===== src/itoa_pkg.sv =====
// Shared constants, types and helpers for the integer to ASCII digit converter.
// No dependencies; imported by every module of the block.
package itoa_pkg;

    localparam int MAX_CHARS = 16;
    // Characters per number never exceed the 16 hex digits of a 64-bit value.
    localparam int CHAR_LIM  = (MAX_CHARS < 16) ? MAX_CHARS : 16;

    localparam int VALUE_W = 64;
    localparam int CHAR_W  = 7;
    localparam int COUNT_W = 5;
    localparam int NDIG_W  = 5;
    localparam int BIN_W   = 32;
    localparam int BCD_DIGITS = 10;
    localparam int BCD_W   = 4 * BCD_DIGITS;
    localparam int STEP_W  = $clog2(BIN_W);

    localparam logic [COUNT_W-1:0] CHAR_LIM_C = COUNT_W'(CHAR_LIM);

    localparam logic [1:0] OP_SDEC  = 2'd0;
    localparam logic [1:0] OP_UDEC  = 2'd1;
    localparam logic [1:0] OP_HEX32 = 2'd2;
    localparam logic [1:0] OP_HEX64 = 2'd3;

    localparam logic [CHAR_W-1:0] ASCII_ZERO  = 7'h30;
    localparam logic [CHAR_W-1:0] ASCII_MINUS = 7'h2d;
    localparam logic [CHAR_W-1:0] ASCII_UPPER_A = 7'h41;
    localparam logic [CHAR_W-1:0] ASCII_LOWER_A = 7'h61;

    typedef enum logic [1:0] {
        CTL_IDLE,
        CTL_CONV
    } ctl_state_t;

    typedef enum logic [1:0] {
        FMT_IDLE,
        FMT_SKIP,
        FMT_SIGN,
        FMT_EMIT
    } fmt_state_t;

    // Digit word handed to the formatter: nibbles left-aligned, top nibble first.
    typedef struct packed {
        logic                 load;
        logic [VALUE_W-1:0]   digits;
        logic [NDIG_W-1:0]    ndig;
        logic                 neg;
    } fmt_load_t;

    function automatic logic [CHAR_W-1:0] digit_to_ascii(input logic [3:0] d,
                                                         input logic upper);
        logic [CHAR_W-1:0] base;
        base = upper ? ASCII_UPPER_A : ASCII_LOWER_A;
        if (d < 4'd10) begin
            digit_to_ascii = ASCII_ZERO + CHAR_W'(d);
        end else begin
            digit_to_ascii = base + CHAR_W'(d - 4'd10);
        end
    endfunction

endpackage


===== src/itoa_dabble.sv =====
// Bit-serial binary to BCD converter (shift and add three), one bit per cycle.
// Depends on itoa_pkg.
module itoa_dabble import itoa_pkg::*; (
    input  logic             aclk,
    input  logic             aresetn,
    input  logic             start,
    input  logic [BIN_W-1:0] bin,
    output logic             done,
    output logic [BCD_W-1:0] bcd
);

    logic [BIN_W-1:0]  bin_reg,  bin_next;
    logic [BCD_W-1:0]  bcd_reg,  bcd_next;
    logic [STEP_W-1:0] step_reg, step_next;
    logic              busy_reg, busy_next;
    logic              done_reg, done_next;
    logic [BCD_W-1:0]  adj;

    always_comb begin
        for (int i = 0; i < BCD_DIGITS; i++) begin
            adj[4*i +: 4] = (bcd_reg[4*i +: 4] >= 4'd5) ? bcd_reg[4*i +: 4] + 4'd3
                                                        : bcd_reg[4*i +: 4];
        end
    end

    always_comb begin
        bin_next  = bin_reg;
        bcd_next  = bcd_reg;
        step_next = step_reg;
        busy_next = busy_reg;
        done_next = 1'b0;
        if (start) begin
            bin_next  = bin;
            bcd_next  = '0;
            step_next = '0;
            busy_next = 1'b1;
        end else if (busy_reg) begin
            bcd_next  = {adj[BCD_W-2:0], bin_reg[BIN_W-1]};
            bin_next  = {bin_reg[BIN_W-2:0], 1'b0};
            step_next = step_reg + 1'b1;
            if (step_reg == STEP_W'(BIN_W - 1)) begin
                busy_next = 1'b0;
                done_next = 1'b1;
            end
        end
    end

    always_ff @(posedge aclk) begin
        if (!aresetn) begin
            busy_reg <= 1'b0;
            done_reg <= 1'b0;
            step_reg <= '0;
        end else begin
            busy_reg <= busy_next;
            done_reg <= done_next;
            step_reg <= step_next;
        end
        bin_reg <= bin_next;
        bcd_reg <= bcd_next;
    end

    assign done = done_reg;
    assign bcd  = bcd_reg;

endmodule


===== src/itoa_fmt.sv =====
// Digit formatter: drops leading zeros a nibble per cycle, then emits the sign
// and digits as ASCII through the output register. Depends on itoa_pkg.
module itoa_fmt import itoa_pkg::*; (
    input  logic                 aclk,
    input  logic                 aresetn,
    input  fmt_load_t            req,
    input  logic                 upper,
    output logic                 busy,
    output logic                 m_tvalid,
    input  logic                 m_tready,
    output logic [15:0]          m_tdata,
    output logic                 m_tlast
);

    fmt_state_t          state_reg, state_next;
    logic [VALUE_W-1:0]  dig_reg,   dig_next;
    logic [NDIG_W-1:0]   ndig_reg,  ndig_next;
    logic                neg_reg,   neg_next;
    logic [COUNT_W-1:0]  sent_reg,  sent_next;
    logic                valid_reg, valid_next;
    logic [CHAR_W-1:0]   char_reg,  char_next;
    logic                last_reg,  last_next;
    logic [COUNT_W-1:0]  count_reg, count_next;
    logic                out_free;
    logic [COUNT_W-1:0]  sent_inc;
    logic                at_lim;

    assign out_free = !valid_reg || m_tready;
    assign sent_inc = sent_reg + 1'b1;
    assign at_lim   = (sent_inc == CHAR_LIM_C);

    always_comb begin
        state_next = state_reg;
        dig_next   = dig_reg;
        ndig_next  = ndig_reg;
        neg_next   = neg_reg;
        sent_next  = sent_reg;
        valid_next = valid_reg && !m_tready;
        char_next  = char_reg;
        last_next  = last_reg;
        count_next = count_reg;
        case (state_reg)
            FMT_IDLE: begin
                if (req.load) begin
                    dig_next   = req.digits;
                    ndig_next  = req.ndig;
                    neg_next   = req.neg;
                    sent_next  = '0;
                    state_next = FMT_SKIP;
                end
            end
            FMT_SKIP: begin
                if (ndig_reg > NDIG_W'(1) && dig_reg[VALUE_W-1 -: 4] == 4'd0) begin
                    dig_next  = {dig_reg[VALUE_W-5:0], 4'd0};
                    ndig_next = ndig_reg - 1'b1;
                end else begin
                    state_next = neg_reg ? FMT_SIGN : FMT_EMIT;
                end
            end
            FMT_SIGN: begin
                if (out_free) begin
                    valid_next = 1'b1;
                    char_next  = ASCII_MINUS;
                    last_next  = at_lim;
                    count_next = at_lim ? sent_inc : '0;
                    sent_next  = sent_inc;
                    state_next = at_lim ? FMT_IDLE : FMT_EMIT;
                end
            end
            FMT_EMIT: begin
                if (out_free) begin
                    valid_next = 1'b1;
                    char_next  = digit_to_ascii(dig_reg[VALUE_W-1 -: 4], upper);
                    last_next  = at_lim || (ndig_reg == NDIG_W'(1));
                    count_next = last_next ? sent_inc : '0;
                    sent_next  = sent_inc;
                    dig_next   = {dig_reg[VALUE_W-5:0], 4'd0};
                    ndig_next  = ndig_reg - 1'b1;
                    if (last_next) begin
                        state_next = FMT_IDLE;
                    end
                end
            end
            default: begin
                state_next = FMT_IDLE;
            end
        endcase
    end

    always_ff @(posedge aclk) begin
        if (!aresetn) begin
            state_reg <= FMT_IDLE;
            valid_reg <= 1'b0;
            sent_reg  <= '0;
        end else begin
            state_reg <= state_next;
            valid_reg <= valid_next;
            sent_reg  <= sent_next;
        end
        dig_reg   <= dig_next;
        ndig_reg  <= ndig_next;
        neg_reg   <= neg_next;
        char_reg  <= char_next;
        last_reg  <= last_next;
        count_reg <= count_next;
    end

    assign busy     = (state_reg != FMT_IDLE);
    assign m_tvalid = valid_reg;
    assign m_tdata  = {4'd0, count_reg, char_reg};
    assign m_tlast  = last_reg;

endmodule


===== src/integer_to_ascii_digits.sv =====
// Integer to ASCII digits: one request (value, opcode) in, its characters out
// most significant first, one per output beat. Depends on itoa_pkg, itoa_dabble
// and itoa_fmt.
//
// The time a request takes is set by two serial loops. Hex requests go
// straight to the formatter; decimal requests first pass the bit-serial BCD
// converter. The formatter then drops leading zeros one nibble per cycle and
// emits one character per cycle while the output is taken. Each dropped zero
// takes the place of one emitted character, so without output stalls the
// time to the last character does not depend on the digits of the value, only
// on the opcode and on a minus sign. A new request is taken at the edge after
// the last character of the previous one sits in the output register.
module integer_to_ascii_digits import itoa_pkg::*; (
    input  logic               aclk,
    input  logic               aresetn,
    input  logic               cfg_we,
    input  logic               cfg_wdata,   // uppercase_hex
    input  logic               s_tvalid,
    output logic               s_tready,
    input  logic [VALUE_W-1:0] s_tdata,     // [63:0] value
    input  logic [1:0]         s_tuser,     // [1:0] opcode
    output logic               m_tvalid,
    input  logic               m_tready,
    output logic [15:0]        m_tdata,     // [6:0] digit_char, [11:7] char_count
    output logic               m_tlast      // last_char
);

    ctl_state_t        state_reg, state_next;
    logic              upper_reg;
    logic              neg_reg,   neg_next;
    logic              fmt_busy;
    logic              accept;
    logic              dab_start;
    logic              dab_done;
    logic [BCD_W-1:0]  dab_bcd;
    logic [BIN_W-1:0]  mag;
    logic              is_neg;
    fmt_load_t         fmt_req;

    assign s_tready = (state_reg == CTL_IDLE) && !fmt_busy;
    assign accept   = s_tvalid && s_tready;
    assign is_neg   = (s_tuser == OP_SDEC) && s_tdata[BIN_W-1];
    assign mag      = is_neg ? (~s_tdata[BIN_W-1:0] + 1'b1) : s_tdata[BIN_W-1:0];

    always_ff @(posedge aclk) begin
        if (!aresetn) begin
            upper_reg <= 1'b0;
        end else if (cfg_we) begin
            upper_reg <= cfg_wdata;
        end
    end

    always_comb begin
        state_next     = state_reg;
        neg_next       = neg_reg;
        dab_start      = 1'b0;
        fmt_req.load   = 1'b0;
        fmt_req.digits = {dab_bcd, {(VALUE_W-BCD_W){1'b0}}};
        fmt_req.ndig   = NDIG_W'(BCD_DIGITS);
        fmt_req.neg    = neg_reg;
        case (state_reg)
            CTL_IDLE: begin
                if (accept) begin
                    case (s_tuser)
                        OP_HEX32: begin
                            fmt_req.load   = 1'b1;
                            fmt_req.digits = {s_tdata[BIN_W-1:0], {(VALUE_W-BIN_W){1'b0}}};
                            fmt_req.ndig   = NDIG_W'(BIN_W / 4);
                            fmt_req.neg    = 1'b0;
                        end
                        OP_HEX64: begin
                            fmt_req.load   = 1'b1;
                            fmt_req.digits = s_tdata;
                            fmt_req.ndig   = NDIG_W'(VALUE_W / 4);
                            fmt_req.neg    = 1'b0;
                        end
                        default: begin
                            dab_start  = 1'b1;
                            neg_next   = is_neg;
                            state_next = CTL_CONV;
                        end
                    endcase
                end
            end
            CTL_CONV: begin
                if (dab_done) begin
                    fmt_req.load = 1'b1;
                    state_next   = CTL_IDLE;
                end
            end
            default: begin
                state_next = CTL_IDLE;
            end
        endcase
    end

    always_ff @(posedge aclk) begin
        if (!aresetn) begin
            state_reg <= CTL_IDLE;
        end else begin
            state_reg <= state_next;
        end
        neg_reg <= neg_next;
    end

    itoa_dabble u_dabble (
        .aclk    (aclk),
        .aresetn (aresetn),
        .start   (dab_start),
        .bin     (mag),
        .done    (dab_done),
        .bcd     (dab_bcd)
    );

    itoa_fmt u_fmt (
        .aclk     (aclk),
        .aresetn  (aresetn),
        .req      (fmt_req),
        .upper    (upper_reg),
        .busy     (fmt_busy),
        .m_tvalid (m_tvalid),
        .m_tready (m_tready),
        .m_tdata  (m_tdata),
        .m_tlast  (m_tlast)
    );

endmodule

===== config.mk =====
export PLATFORM = sky130hd
export DESIGN_NAME = integer_to_ascii_digits
export DESIGN_NICKNAME = d
export VERILOG_FILES = /design/src/itoa_pkg.sv /design/src/itoa_dabble.sv /design/src/itoa_fmt.sv /design/src/integer_to_ascii_digits.sv
export SDC_FILE = /design/constraint.sdc
export NUM_CORES = 1
export LEC_CHECK = 0
export BUFFER_PORTS_ARGS = -buffer_cell sky130_fd_sc_hd__buf_4
export CORE_MARGIN = 2
export CORE_UTILIZATION = 55
export CTS_BUF_LIST = sky130_fd_sc_hd__clkbuf_4
export DETAILED_ROUTE_END_ITERATION = 7
export PLACE_DENSITY = 0.85
export SLEW_MARGIN = 20
export SYNTH_ARGS = -nofsm -noshare
export SYNTH_HDL_FRONTEND = slang
export SYNTH_SLANG_ARGS = --single-unit

===== constraint.sdc =====
create_clock -name aclk -period 6.9 [get_ports aclk]
set_input_delay 0 -clock aclk [delete_from_list [all_inputs] [get_ports aclk]]
set_output_delay 0 -clock aclk [all_outputs]
set_load 0.01 [all_outputs]

==> flow_summary.yaml <==
grt:
  track_usage: 0.260
  grt_max_degree: 109
  grt_first_pass_wirelength_um: 36900
  grt_antenna_before_repair: 0
  grt_pass1_vias: 7444
  overflow: 0
yosys:
  netlist.top_cell.by_area: "edfxtp_1"
  netlist_top_cells_count: "116 x edfxtp_1, 93 x nand2_1, 92 x nor2_1, 79 x a21oi_1, 67 x mux2i_1"
  yosys_most_used_dff: "edfxtp_1"
  syn-cell-area_um2: 9390
  syn_avg_cell_area_um2: 9.82
  synth_top_area_share: 0.371
  netlist_instances: 956
  yosys-top-cells-area: "edfxtp_1 37%, dfxtp_1 12%, mux2i_1 7.1%"
  synth_warnings: 0
  synth_cell_types: 55
  synth.most_common_cell: "edfxtp_1"
  ys_async_sr_fraction: 0
  ys_seq_elements: 173
  synth_edf_count: 116
  seq_area_frac_synth: 0.493
critical_path:
  path_class: "reg -> reg"
  crit_buf_inv: 2
  crit_arrival_ps: 3110
  critical_path.startpoint: "u_fmt.state_reg[1]"
  reg2reg_from: "u_fmt.state_reg[1]"
  cp_cell_sequence: "nor3_1, nand2_1, or2_2, buf_4, inv_2, a31oi_1"
  cp_max_fo: 63
  worstPathRequired_ps: 7220
  crit_path_start_kind: "flop"
  crit_path_end_kind: "flop"
  crit_slowest_cell: "inv_2"
  crit_path_max_incr_delay_ps: 720
  cpLargestDelayFamily: "buffers and inverters"
cts:
  clkTransAtPathRegs_ps: 150
  clock_latency_ps: 610
  clock_path_buffers: 2
  cts_root_buf: "clkbuf_4"
  cts_tree: "yes"
  cts_buffers: 17
  htreeDepth: 4
  cts_setup_buffers: 0
  clkSinkCount: 173
pwr:
  power_switching_mw: 1.24
  seqPwrFrac: 0.502
  swShare: 0.366
  comb_power_share: 0.331
  p_per_area_nw_per_um2: 304
  p_leak_nw: 4.36
  internal-power_mw: 2.14
  peakVddDrop_mv: 0.243
  power_frac_clock: 0.167
die:
  rows: 47
  io_pins: 91
  initial_core_util: 0.564
  die_height_um: 135
  die_area_um2: 18100
  die_x_um: 135
  core_area_um2: 16600
route:
  vias_per_cell: 5.83
  drc: 0
  first_pass_iters: 6
  wl_um: 22700
  drtIter0Drc: 806
  ant_nets: 0
  via_count: 7690
  wl_per_cell_um: 17.2
timing:
  min_period_ps: 2780
  finalCritPeriodShare: 0.403
  tns_ps: 0
  grt_setup_unrepaired: "no"
  maxSlewViolCount: 0
  max_freq_mhz: 359
  hold_viol: 0
  slew-limit-headroom: 0.373
  clock_skew_ps: 24.0
  worst_slew_pin_slew_ps: 941
  setup_viol: 0
cells_and_area:
  layout.nets: 1190
  drive_above_1_share: 0.128
  area_delta_synth_final_pct: 18.2
  largest_reg_flops: 64
  antennaDiodeCount: 0
  nFillCells: 1208
  stdcell_count: 1318
place:
  place_congestion: 0.872
  port_buffers: 86
  place_inst: 1215
  dp_hpwl_um: 14400
outcome:
  status: "complete, no violations"
worst_hold_path:
  min_from: "s_tdata[56]"
  hold_class: "in -> reg"
flow_run:
  maxCapViolations: 0
-- what timing repair did --
item,4_1_cts,5_1_grt
gates resized for setup,0,0
endpoints found under the hold margin,113,0
hold buffers,71,0
-- metrics by stage --
step                power (mW)  cell area [um^2]  setup WS (ps)   util  hold slack, ps
floorplan                 2.47              9400           3520      -             138
global placement          2.71             10100           4260  0.608             268
detailed placement        2.78             10100           4110  0.608             302
CTS                       3.37             11100           4060  0.666            12.4
global route              3.60             11100           3890  0.667            55.1
finish                    3.38             11100           4120  0.667            57.1
-- cells by family (layout without fill, tap and decap cells) --
| kind of cell | count (synthesis) | count (layout) | share of synthesized area |
|---|---|---|---|
| adder cells (fa/ha/maj) | 33 | 33 | 0.0440 |
| AND/OR/NAND/NOR | 282 | 282 | 0.143 |
| AO/OA/AOI/OAI | 241 | 241 | 0.153 |
| XOR/XNOR | 51 | 51 | 0.0476 |
| other | 1 | 4 | 0.000400 |
| multiplexers | 67 | 67 | 0.0715 |
| buffers and inverters | 108 | 247 | 0.0477 |
| flip-flops | 173 | 173 | 0.493 |
-- layout by cell type, fill, tap and decap left out, types with 4 or more instances in the layout --
cell type / count
clkbuf_4: 17
a21oi_1: 79
a22o_1: 19
a222oi_1: 8
nor3_1: 11
dlygate4sd3_1: 71
nor2b_1: 5
o21ai_0: 66
inv_4: 4
xor2_1: 13
nor3b_1: 10
edfxtp_1: 116
o21ai_1: 21
buf_4: 92
a41oi_1: 5
mux2i_1: 67
and2_1: 6
inv_1: 51
nand2b_1: 14
nor2_1: 91
a211oi_1: 11
ha_1: 33
inv_6: 4
nand2_1: 93
conb_1: 4
o211ai_1: 4
dfxtp_1: 55
xnor2_1: 38
nand3_1: 18
and3_1: 7
a31oi_1: 12
-- power by group through the flow --
stage	clock [mW]	combinational (mW)	sequential, mW
after global placement	0	1.00	1.70
after detailed placement	0	1.07	1.71
final	0.563	1.12	1.69
after floorplan	0	0.829	1.65
after global routing	0.612	1.26	1.73
after CTS	0.569	1.11	1.69
-- worst paths after layout --
check	to	slack, ps	depth (start not counted)
hold reg to reg	u_dabble.bcd[39]	490	2
hold / removal	u_fmt.dig_reg[56]	60	5
setup / recovery	u_dabble.bin_reg[26]	4120	6
setup reg to reg	u_dabble.bin_reg[26]	4120	6
-- layout make-up --
type                       count  area [um^2]  share of cell area
clock buffer                  17          128              0.0115
multi-input combinational    678         4340               0.391
timing repair buffer         163         1400               0.126
tap                          220          275              0.0248
sequential                   173         4630               0.417
clock inverter                15          131              0.0118
inverter                      52          195              0.0176
-- routing by layer --
metal | vias up | global-route usage | part of all wire | wire [um]
li1 | 3684 | - | - | -
met1 | 3572 | 0.316 | 0.38 | 8690
met2 | 365 | 0.455 | 0.51 | 11500
met3 | 69 | 0.0458 | 0.077 | 1750
met4 | 0 | 0.109 | 0.032 | 723
met5 | - | 0 | 0 | 0
-- tightest hold or removal path, delay by kind of cell --
kind,cells,cell delay (ps)
multiplexers,1,70
AO/OA/AOI/OAI,2,260
AND/OR/NAND/NOR,1,100
buffers and inverters,1,90
No activity file was read; power rests on OpenSTA's default activity.
